**src/rtl/hic_pkg.sv**
```systemverilog
package hic_pkg;

    localparam int COORD_W = 32;
    localparam int AXIS_W  = 3;
    localparam int CFG_W   = 4;

    localparam logic [CFG_W-1:0] DIMS_RESET = 4'd2;

    typedef enum logic [1:0] {
        ST_IDLE,
        ST_SEARCH,
        ST_PROC,
        ST_EMIT
    } state_t;

endpackage

```
**src/rtl/hic_gray_rot.sv**
```systemverilog
module hic_gray_rot #(
    parameter int W  = 8,
    parameter int DW = 4
) (
    input  logic [W-1:0]  s,
    input  logic [W-1:0]  e,
    input  logic [W-1:0]  msk,
    input  logic [W-1:0]  dg,
    input  logic [DW-1:0] d,
    output logic [W-1:0]  res
);

    logic [W-1:0] travel;
    logic [W-1:0] gray;
    logic [W:0]   trav2;
    logic [2*W:0] prod;
    logic [2*W:0] fold;

    always_comb
    begin
        travel = (s ^ e) & msk;
        gray   = dg ^ (dg >> 1);
        trav2  = {travel, 1'b0};
        prod   = (2*W+1)'(gray) * (2*W+1)'(trav2);
        // fold the bits that leave the top back to the bottom
        fold   = prod | (prod >> d);
        res    = (fold[W-1:0] & msk) ^ s;
    end

endmodule

```
**src/rtl/hic_step.sv**
```systemverilog
module hic_step #(
    parameter int W  = 8,
    parameter int DW = 4
) (
    input  logic [W-1:0]  s,
    input  logic [W-1:0]  e,
    input  logic [W-1:0]  msk,
    input  logic [W-1:0]  dg,
    input  logic [DW-1:0] d,
    output logic [W-1:0]  res,
    output logic [W-1:0]  ns,
    output logic [W-1:0]  ne
);

    logic [W-1:0] lo;
    logic [W-1:0] hi;
    logic [W:0]   hi_raw;

    always_comb
    begin
        // child corners come from the even neighbour below and the odd one above
        if (dg == '0)
        begin
            lo = '0;
        end
        else
        begin
            lo = (dg - W'(1)) & ~W'(1);
        end
        hi_raw = ({1'b0, dg} + (W+1)'(1)) | (W+1)'(1);
        if (hi_raw > {1'b0, msk})
        begin
            hi = msk;
        end
        else
        begin
            hi = hi_raw[W-1:0];
        end
    end

    hic_gray_rot #(.W(W), .DW(DW)) u_rot_digit (
        .s   (s),
        .e   (e),
        .msk (msk),
        .dg  (dg),
        .d   (d),
        .res (res)
    );

    hic_gray_rot #(.W(W), .DW(DW)) u_rot_start (
        .s   (s),
        .e   (e),
        .msk (msk),
        .dg  (lo),
        .d   (d),
        .res (ns)
    );

    hic_gray_rot #(.W(W), .DW(DW)) u_rot_end (
        .s   (s),
        .e   (e),
        .msk (msk),
        .dg  (hi),
        .d   (d),
        .res (ne)
    );

endmodule

```
**src/rtl/hilbert_index_to_coords.sv**
```systemverilog
// a request counts its n = max(1, ceil(bits(index)/d)) digits in SEARCH, walks them
// in PROC, then emits d coordinates, one per cycle when not stalled, axis 0 first
// a new request is taken only in IDLE, once the previous one has emitted its last
// coordinate; digits are counted in a loop and walked by the shared digit step unit
// reset: asynchronous active low, dimensions back to 2, no request in flight
module hilbert_index_to_coords #(
    parameter int INDEX_BITS = 32,
    parameter int MAX_DIMS   = 8
) (
    input  logic                          clk,
    input  logic                          rst_n,
    input  logic                          cfg_write,
    input  logic [hic_pkg::CFG_W-1:0]     cfg_data,
    input  logic                          in_valid,
    output logic                          in_stall,
    input  logic [INDEX_BITS-1:0]         index,
    output logic                          out_valid,
    input  logic                          out_stall,
    output logic [hic_pkg::COORD_W-1:0]   coordinate,
    output logic [hic_pkg::AXIS_W-1:0]    axis,
    output logic                          last
);

    localparam int W  = MAX_DIMS;
    localparam int DW = $clog2(MAX_DIMS + 1);
    localparam int AW = (MAX_DIMS > 1) ? $clog2(MAX_DIMS) : 1;
    localparam int NW = $clog2(INDEX_BITS + 1);
    localparam int VW = (INDEX_BITS > MAX_DIMS) ? INDEX_BITS : MAX_DIMS;
    localparam int XW = (INDEX_BITS > hic_pkg::COORD_W) ? INDEX_BITS : hic_pkg::COORD_W;
    localparam int XA = (AW > hic_pkg::AXIS_W) ? AW : hic_pkg::AXIS_W;

    hic_pkg::state_t state_reg, state_next;

    logic [hic_pkg::CFG_W-1:0] dims_reg;
    logic [INDEX_BITS-1:0]     v_reg;
    logic [NW-1:0]             count_reg;
    logic [AW-1:0]             rmod_reg;
    logic [AW-1:0]             j_reg;
    logic [W-1:0]              s_reg;
    logic [W-1:0]              e_reg;
    logic [W-1:0]              digs_reg [INDEX_BITS];
    logic [INDEX_BITS-1:0]     cbit_reg [MAX_DIMS];
    logic                      out_valid_reg;
    logic [hic_pkg::COORD_W-1:0] coord_reg;
    logic [AW-1:0]             axis_reg;
    logic                      last_reg;

    logic [DW-1:0]             d_eff;
    logic [W:0]                one_sh;
    logic [W-1:0]              msk;
    logic [INDEX_BITS-1:0]     v_shift;
    logic [VW-1:0]             v_ext;
    logic [W-1:0]              push_dig;
    logic [AW-1:0]             rmod_inc;
    logic [DW-1:0]             m_val;
    logic [W-1:0]              res;
    logic [W-1:0]              ns;
    logic [W-1:0]              ne;
    logic [AW-1:0]             sel_idx;
    logic [XW-1:0]             sel_ext;
    logic [XA-1:0]             axis_ext;
    logic                      j_last;
    logic                      emit_ok;

    logic accept_in;
    logic do_push;
    logic search_done;
    logic do_pop;
    logic load_out;

    // effective dimension count and digit mask
    always_comb
    begin
        if (dims_reg == '0)
        begin
            d_eff = DW'(1);
        end
        else if (int'(dims_reg) > MAX_DIMS)
        begin
            d_eff = DW'(MAX_DIMS);
        end
        else
        begin
            d_eff = DW'(dims_reg);
        end
        one_sh = (W+1)'(1) << d_eff;
        msk    = one_sh[W-1:0] - W'(1);
    end

    always_comb
    begin
        v_shift  = v_reg >> d_eff;
        v_ext    = VW'(v_reg);
        push_dig = v_ext[W-1:0] & msk;
        if ((DW'(rmod_reg) + DW'(1)) == d_eff)
        begin
            rmod_inc = '0;
        end
        else
        begin
            rmod_inc = rmod_reg + AW'(1);
        end
        if (rmod_reg == '0)
        begin
            m_val = '0;
        end
        else
        begin
            m_val = d_eff - DW'(rmod_reg);
        end
        j_last   = (DW'(j_reg) == (d_eff - DW'(1)));
        sel_idx  = AW'(d_eff - DW'(1) - DW'(j_reg));
        sel_ext  = XW'(cbit_reg[sel_idx]);
        axis_ext = XA'(axis_reg);
        emit_ok  = !out_valid_reg || !out_stall;
    end

    hic_step #(.W(W), .DW(DW)) u_step (
        .s   (s_reg),
        .e   (e_reg),
        .msk (msk),
        .dg  (digs_reg[0]),
        .d   (d_eff),
        .res (res),
        .ns  (ns),
        .ne  (ne)
    );

    // next state
    always_comb
    begin
        state_next = state_reg;
        case (state_reg)
            hic_pkg::ST_IDLE:
            begin
                if (in_valid)
                begin
                    state_next = hic_pkg::ST_SEARCH;
                end
            end
            hic_pkg::ST_SEARCH:
            begin
                if (v_shift == '0)
                begin
                    state_next = hic_pkg::ST_PROC;
                end
            end
            hic_pkg::ST_PROC:
            begin
                if (count_reg == NW'(1))
                begin
                    state_next = hic_pkg::ST_EMIT;
                end
            end
            hic_pkg::ST_EMIT:
            begin
                if (emit_ok && j_last)
                begin
                    state_next = hic_pkg::ST_IDLE;
                end
            end
            default:
            begin
                state_next = hic_pkg::ST_IDLE;
            end
        endcase
    end

    // control outputs
    always_comb
    begin
        in_stall    = 1'b1;
        accept_in   = 1'b0;
        do_push     = 1'b0;
        search_done = 1'b0;
        do_pop      = 1'b0;
        load_out    = 1'b0;
        case (state_reg)
            hic_pkg::ST_IDLE:
            begin
                in_stall  = 1'b0;
                accept_in = in_valid;
            end
            hic_pkg::ST_SEARCH:
            begin
                do_push     = 1'b1;
                search_done = (v_shift == '0);
            end
            hic_pkg::ST_PROC:
            begin
                do_pop = 1'b1;
            end
            hic_pkg::ST_EMIT:
            begin
                load_out = emit_ok;
            end
            default:
            begin
                in_stall = 1'b1;
            end
        endcase
    end

    always_ff @(posedge clk or negedge rst_n)
    begin
        if (!rst_n)
        begin
            state_reg     <= hic_pkg::ST_IDLE;
            dims_reg      <= hic_pkg::DIMS_RESET;
            out_valid_reg <= 1'b0;
            count_reg     <= '0;
            rmod_reg      <= '0;
            j_reg         <= '0;
        end
        else
        begin
            state_reg <= state_next;
            if (cfg_write)
            begin
                dims_reg <= cfg_data;
            end
            if (accept_in)
            begin
                count_reg <= '0;
                rmod_reg  <= (d_eff <= DW'(2)) ? AW'(0) : AW'(2);
                j_reg     <= '0;
            end
            else if (do_push)
            begin
                count_reg <= count_reg + NW'(1);
                rmod_reg  <= rmod_inc;
            end
            else if (do_pop)
            begin
                count_reg <= count_reg - NW'(1);
            end
            else if (load_out)
            begin
                j_reg <= j_reg + AW'(1);
            end
            if (load_out)
            begin
                out_valid_reg <= 1'b1;
            end
            else if (!out_stall)
            begin
                out_valid_reg <= 1'b0;
            end
        end
    end

    // datapath, no reset
    always_ff @(posedge clk)
    begin
        if (accept_in)
        begin
            v_reg <= index;
            for (int k = 0; k < MAX_DIMS; k++)
            begin
                cbit_reg[k] <= '0;
            end
        end
        else if (do_push)
        begin
            v_reg       <= v_shift;
            digs_reg[0] <= push_dig;
            for (int i = 1; i < INDEX_BITS; i++)
            begin
                digs_reg[i] <= digs_reg[i-1];
            end
        end
        else if (do_pop)
        begin
            for (int i = 0; i < INDEX_BITS - 1; i++)
            begin
                digs_reg[i] <= digs_reg[i+1];
            end
            digs_reg[INDEX_BITS-1] <= '0;
            for (int k = 0; k < MAX_DIMS; k++)
            begin
                cbit_reg[k] <= {cbit_reg[k][INDEX_BITS-2:0], res[k]};
            end
        end
        if (search_done)
        begin
            s_reg <= '0;
            e_reg <= W'(1) << m_val;
        end
        else if (do_pop)
        begin
            s_reg <= ns;
            e_reg <= ne;
        end
        if (load_out)
        begin
            coord_reg <= sel_ext[hic_pkg::COORD_W-1:0];
            axis_reg  <= j_reg;
            last_reg  <= j_last;
        end
    end

    assign out_valid  = out_valid_reg;
    assign coordinate = coord_reg;
    assign axis       = axis_ext[hic_pkg::AXIS_W-1:0];
    assign last       = last_reg;

    assert property (@(posedge clk) disable iff (!rst_n)
        accept_in |=> state_reg == hic_pkg::ST_SEARCH)
        else $error("request accepted without entering digit count");

    assert property (@(posedge clk) disable iff (!rst_n)
        state_reg == hic_pkg::ST_PROC |-> count_reg != '0)
        else $error("digit walk with no digits left");

    assert property (@(posedge clk) disable iff (!rst_n)
        state_reg == hic_pkg::ST_PROC |-> $onehot(s_reg ^ e_reg))
        else $error("start and end corners not adjacent");

    assert property (@(posedge clk) disable iff (!rst_n)
        out_valid_reg && last_reg |-> DW'(axis_reg) == (d_eff - DW'(1)))
        else $error("last coordinate not on the final axis");

    assert property (@(posedge clk) disable iff (!rst_n)
        state_reg == hic_pkg::ST_EMIT |-> DW'(j_reg) < d_eff)
        else $error("axis counter beyond dimension count");

endmodule
```
**config.mk**
```make
export PLATFORM = sky130hd
export DESIGN_NAME = hilbert_index_to_coords
export DESIGN_NICKNAME = d
export VERILOG_FILES = /design/src/rtl/hic_pkg.sv /design/src/rtl/hic_gray_rot.sv /design/src/rtl/hic_step.sv /design/src/rtl/hilbert_index_to_coords.sv
export SDC_FILE = /design/constraint.sdc
export NUM_CORES = 2
export LEC_CHECK = 0
export BUFFER_PORTS_ARGS = -buffer_cell sky130_fd_sc_hd__buf_4
export CAP_MARGIN = 20
export CORE_UTILIZATION = 55
export CTS_CLUSTER_DIAMETER = 60
export DETAILED_ROUTE_END_ITERATION = 8
export GPL_TIMING_DRIVEN = 0
export PLACE_DENSITY = 0.71
export SYNTH_ARGS = -nofsm -noshare
export SYNTH_HDL_FRONTEND = slang
export SYNTH_SLANG_ARGS = --single-unit
```
**constraint.sdc**
```tcl
create_clock -name clk -period 12.8 [get_ports clk]
set_clock_uncertainty 0.1 [all_clocks]
set_input_delay 2.56 -clock clk [delete_from_list [all_inputs] [get_ports clk]]
set_output_delay 2.56 -clock clk [all_outputs]
set_load 0.02 [all_outputs]
```
-- Yosys cells after proc, flatten, opt, wreduce, memory -nomap -nowiden
Memory sizes are Yosys's and may differ from the RTL's. A register that Yosys moved wholly into a read port is not among the register bits.
Cells that the tools add are included.
- eq/ne operators: 13
- magnitude comparators: 3
- shifts and indexed selects: 6
- mux-type cells: 82
- $add $sub $neg: 11
- reductions and logical operators: 15
- bitwise gates (word level): 55
- multipliers: 3
- operators with widths (operator ; number):
    32-bit 2-to-1 mux ; 10
    8-bit 2-to-1 mux ; 36
    17-bit by 4-bit >> shifter with 8-bit output ; 3
    8-bit by 8-bit multiplier with 16-bit output ; 3
    8-bit bitwise AND ; 5
    1-bit bitwise OR ; 40
    32-bit logical NOT ; 1
    32-bit by 4-bit >> shifter with 32-bit output ; 1
    8-bit bitwise XOR ; 4
    8-bit bitwise OR ; 3
    8-bit by 7-bit bitwise XOR with 8-bit output ; 3
    3-bit 2-to-1 mux ; 7
    6-bit 2-to-1 mux ; 3
    1-bit 2-to-1 mux ; 17
    1-bit by 4-bit << shifter with 8-bit output, first input constant ; 2
    8-bit by 1-bit subtractor with 8-bit output, second input constant ; 2
    4-bit 2-to-1 mux ; 3
    2-bit != test, second input constant ; 6
    2-bit 2-to-1 mux ; 5
    8-bit by 1-bit adder with 9-bit output, second input constant ; 1
    9-bit by 8-bit greater-than comparator with 1-bit output ; 1
    8-bit logical NOT ; 1
    2-bit case mux with 4 select lines ; 1
    3-bit by 1-bit adder with 3-bit output, second input constant ; 2
    24 further kinds ; 28
- bits in registers: 71
- memory bits (writable): 512
- output and inout bits: 38
- memories: 2
- memories (name ; words ; bits a word ; rd ports ; clocked after memory_dff ; wr ports ; line ; text):
    cbit_reg ; 8 ; 32 ; 9 ; 1 ; 8 ; hilbert_index_to_coords.sv:42 ; logic [INDEX_BITS-1:0] cbit_reg [MAX_DIMS];
    digs_reg ; 32 ; 8 ; 32 ; 0 ; 32 ; hilbert_index_to_coords.sv:41 ; logic [W-1:0] digs_reg [INDEX_BITS];

-- Longest topological paths before layout
- word-level depth: 15
- depth in mapped cells: 36
- mapped depth without buffers: 33

-- Modules after synthesis
From an unflattened synthesis, not the netlist that was laid out.
- cells, all modules: 3263
- area total of the unflattened synthesis: 39067.5 um2
- by module, submodules not included (module ; instances ; sequential area each (um2) ; area each (um2) ; cells an instance):
    hilbert_index_to_coords ; 1 ; 18293.8 ; 28381.0 ; 1853
    hic_gray_rot (u_step.u_rot_start) ; 1 ; 0.0 ; 3444.6 ; 447
    hic_gray_rot (u_step.u_rot_digit) ; 1 ; 0.0 ; 3372.0 ; 445
    hic_gray_rot (u_step.u_rot_end) ; 1 ; 0.0 ; 3293.2 ; 438
    hic_step ; 1 ; 0.0 ; 576.8 ; 80

-- Worst setup path before layout
Ideal clock, no wire load.
- kind: input-to-reg
- start point: in in_valid
- end point: reg count_reg[5]
- path buffers: 0
- data required time: 12568 ps
- stages: 7
- path slack: 3670 ps
- data arrival time: 8898 ps
- cell sequence: nand2_1 nand2_1 nand2_1 nor3_1 a31oi_1 xor2_1 nor2_1
- longest elaborated chain between the ends: 2
- elaborated cells between the ends (all ways): 3
- RTL lines (element ; line ; text):
    from (decl) ; hilbert_index_to_coords.sv:14 ; input logic in_valid,
    1-bit 2-to-1 mux * ; hilbert_index_to_coords.sv:178 ; case (state_reg)
    3-bit nonzero test (no line) or 6-bit 2-to-1 mux (tied branches) ; - ;
    to (signal assigned) ; hilbert_index_to_coords.sv:230 ; count_reg <= count_reg + NW'(1);
    to (signal assigned) ; hilbert_index_to_coords.sv:235 ; count_reg <= count_reg - NW'(1);
    to (decl) ; hilbert_index_to_coords.sv:36 ; logic [NW-1:0] count_reg;
Every way passes the cells marked *; elsewhere a longest branch is shown, timed or not.
A chain may end at the register's enable or synchronous reset.

-- Final worst setup path
- start point: reg dims_reg[3] (netlist bit)
- end point: reg e_reg[6], data pin
- longest elaborated chain between the ends: 15
- elaborated cells between the ends (all ways): 23
- RTL lines (element ; line ; text):
    from (decl) ; hilbert_index_to_coords.sv:34 ; logic [hic_pkg::CFG_W-1:0] dims_reg;
    from (signal assigned) ; hilbert_index_to_coords.sv:209 ; dims_reg <= hic_pkg::DIMS_RESET;
    from (signal assigned) ; hilbert_index_to_coords.sv:220 ; dims_reg <= cfg_data;
    4-bit greater-than comparator ; hilbert_index_to_coords.sv:78 ; else if (int'(dims_reg) > MAX_DIMS)
    4-bit 2-to-1 mux ; hilbert_index_to_coords.sv:78 ;
    4-bit 2-to-1 mux * ; hilbert_index_to_coords.sv:74 ; if (dims_reg == '0)
    1-bit by 4-bit << shifter with 8-bit output ; hilbert_index_to_coords.sv:86 ; one_sh = (W+1)'(1) << d_eff;
    8-bit by 1-bit subtractor with 8-bit output ; hilbert_index_to_coords.sv:87 ; msk = one_sh[W-1:0] - W'(1);
    9-bit by 8-bit greater-than comparator with 1-bit output ; hic_step.sv:31 ; if (hi_raw > {1'b0, msk})
    8-bit 2-to-1 mux ; hic_step.sv:31 ;
    8-bit by 7-bit bitwise XOR with 8-bit output ; hic_gray_rot.sv:22 ; gray = dg ^ (dg >> 1);
    8-bit by 8-bit multiplier with 16-bit output ; hic_gray_rot.sv:24 ; prod = (2*W+1)'(gray) * (2*W+1)'(trav2);
    17-bit by 4-bit >> shifter with 8-bit output ; hic_gray_rot.sv:26 ; fold = prod | (prod >> d);
    8-bit bitwise OR ; hic_gray_rot.sv:26 ;
    8-bit bitwise AND ; hic_gray_rot.sv:27 ; res = (fold[W-1:0] & msk) ^ s;
    8-bit bitwise XOR ; hic_gray_rot.sv:27 ;
    8-bit 2-to-1 mux ; hilbert_index_to_coords.sv:289 ; else if (do_pop)
    8-bit 2-to-1 mux * ; hilbert_index_to_coords.sv:284 ; if (search_done)
    to (signal assigned) ; hilbert_index_to_coords.sv:287 ; e_reg <= W'(1) << m_val;
    to (signal assigned) ; hilbert_index_to_coords.sv:292 ; e_reg <= ne;
    to (decl) ; hilbert_index_to_coords.sv:40 ; logic [W-1:0] e_reg;
Every way passes the cells marked *; elsewhere a longest branch is shown, timed or not. The select of a mux whose other input is x is not followed.

==> results.md <==
- Async S/R FF share, synth: 3.09%
- Worst Path Arrival: 12.14 ns
- Post-CTS setup buffers: 0
- Fmax: 84.3 MHz
- Min cycle time layout: 11.87 ns
- # fillers: 5046
- RSZ-0062 raised after global routing: no
- Mapped cell area: 0.0363 mm^2
- Final WL: 96000 um
- Worst Path Required: 13.07 ns
- Clk sink count: 615
- Synthesized Nets: 3197
- PostCTS Resize Cnt: 0
- TritonCTS clock tree: yes
- Starting Density: 56.0%
- Vias/cell: 6.08
- Drt wl/cell: 24.3 um
- Startpoint type of the worst setup path: register
- Worst-path maximum fanout: 10
- Critical path's slowest cell: a21oi_1
- Die ar.: 0.0670 mm^2
- Syn_area_per_cell: 12.5 um^2
- Detailed placer's ending HPWL: 71200 um
- Initial antenna violation count: 2
- Critical path class: register to register
- Slew headroom: 23.4%
- Placement row count: 93
- Post-CTS Hold Buffers: 0
- Clk_lat worst skew: 0.64 ns
- Grt total ovfl: 0
- Sequential fraction of the synthesis area: 50.4%
- Final Wtd Congestion: 0.965
- Layout cells sized above 1: 18.8%
- Clock transition at path regs: 0.07 ns
- # Max-Cap Violations: 0
- Core Region: 0.0648 mm^2
- Cells after Synth: 2899
- Die Wd: 259 um
- Run status: completed
- Area grow syn2layout: 10.7%
- Total CTS buffers: 60
- First DRT Iteration DRCs: 2423
- Post-route setup TNS: 0 ns
- Final std cells w/o fill: 3960
- H-tree depth: 2
- Antenna Nets Post-Route: 0
- Layout Nets: 3350
- Final setup viols: 0
- I/O Buffers: 78
- Vias in the first global route: 24200
- Global-route usage over all layers: 28.8%
- Worst hold slack: 0.440 ns
- Vias: 24100
- Pre-antenna DRT Iters: 6
- Distinct cell type count after synthesis: 82
- Pin count of the biggest net entering global routing: 77
- Yosys warns: 0
- DRC viols: 0
- Worst slew pin tran: 1.15 ns
- Root Driver: clkbuf_16
- Inst Count DP: 3841
- Slew Limit Fails: 0
- Final period utilization: 92.7%
- CP endpoint kind: register
- CTS Buffer Depth: 3
- Worst stage delay on the critical path: 0.87 ns
- Hold crit path type: register to register
- Die Y: 259 um
- Post-synth EDFFs: 588
- First-pass GRT wire length: 147000 um
- Post-synth top flop: edfxtp_1
- Hold Vio Cnt, Final: 0
- I/O pins: 79
- Yosys reg bits: 615
## through the flow
stage | worst slack, ns | cell area, um^2 | utilization (%)
after floorplan | 3.67 | 36300 | -
after global placement | 1.42 | 38000 | 58.6
after detailed placement | 1.22 | 38200 | 58.9
after CTS | 1.14 | 40200 | 62.0
after global routing | 0.410 | 40200 | 62.0
final | 0.934 | 40200 | 62.0
## layout make-up
class                           count  area [um^2]  area share [%]
Sequential cell                   615        18300            45.5
Multi-Input combinational cell   1929        16600            41.4
Clock buffer                       65         1520            3.78
Tap cell                          855         1070            2.66
Timing Repair Buffer               91          847            2.11
Inverter                          198          746            1.85
Buffer                            157          642            1.60
Clock inverter                     49          442            1.10
Antenna cell                        1         2.50         0.00622
## logic make-up (layout without fill, tap and decap cells)
logic type      count (synthesis)  count (layout)  synth area share [%]
simple gates                  849             849                  11.9
flops                         615             615                  50.4
compound gates                328             328                  5.98
other cells                     1               2                0.0103
mux                           404             404                  14.6
xor+xnor                       90              90                  2.17
buf+inv                       355             560                  3.82
fa+ha+maj                     257             257                  11.1
## layout by cell type, fill, tap and decap left out, drive strengths merged, types with 85 or more instances in the layout
master,count
nand2,189
edfxtp,588
nor2,202
and2,285
a21oi,85
clkbuf,183
buf,130
ha,147
mux2,278
fa,110
inv,199
## Yosys cell counts, types with 38 or more instances
library cell / instances / share of area (%)
nand3_1: 38 / 0.52
o21ai_0: 71 / 0.98
nor2_1: 200 / 2.1
mux4_2: 73 / 4.5
fa_1: 110 / 6.1
edfxtp_1: 588 / 49
xnor2_1: 55 / 1.3
a21oi_1: 85 / 1.2
mux2i_1: 53 / 1.5
nand2_1: 189 / 2.0
ha_1: 147 / 5.1
and2_1: 285 / 4.9
inv_1: 194 / 2.0
mux2_2: 277 / 8.6
clkbuf_1: 117 / 1.2
and3_1: 38 / 0.65
## final timing paths
path	slack [ns]	endpoint	depth (start not counted)	start
setup / recovery	0.93	e_reg[6]	36	dims_reg[3]
hold / removal	0.44	cbit_reg[2][6]	1	cbit_reg[2][5]
setup reg to reg	0.93	e_reg[6]	36	dims_reg[3]
hold reg to reg	0.44	cbit_reg[2][6]	1	cbit_reg[2][5]
max in group asynchronous	10.55	dims_reg[1]	1	rst_n
min in group asynchronous	1.74	rmod_reg[0]	1	rst_n
## metal layers
| layer | up-vias | track usage [%] | share of wire, % |
|---|---|---|---|
| li1 | 10700 | - | - |
| met1 | 12200 | 39.2 | 42 |
| met2 | 908 | 47.4 | 48 |
| met3 | 216 | 4.65 | 6.8 |
| met4 | 4 | 9.25 | 3.2 |
| met5 | - | 0 | 0.022 |
## critical path: cells and delay by family, from the launching register on
kind	cells	cell delay [ns]
compound gates	10	3.43
fa+ha+maj	7	3.12
buf+inv	9	2.01
simple gates	6	1.67
flops	1	0.59
xor+xnor	2	0.42
mux	2	0.22
Power is not shown: default switching activity piles up to over one toggle a cycle in this logic, so the estimate is an artifact.
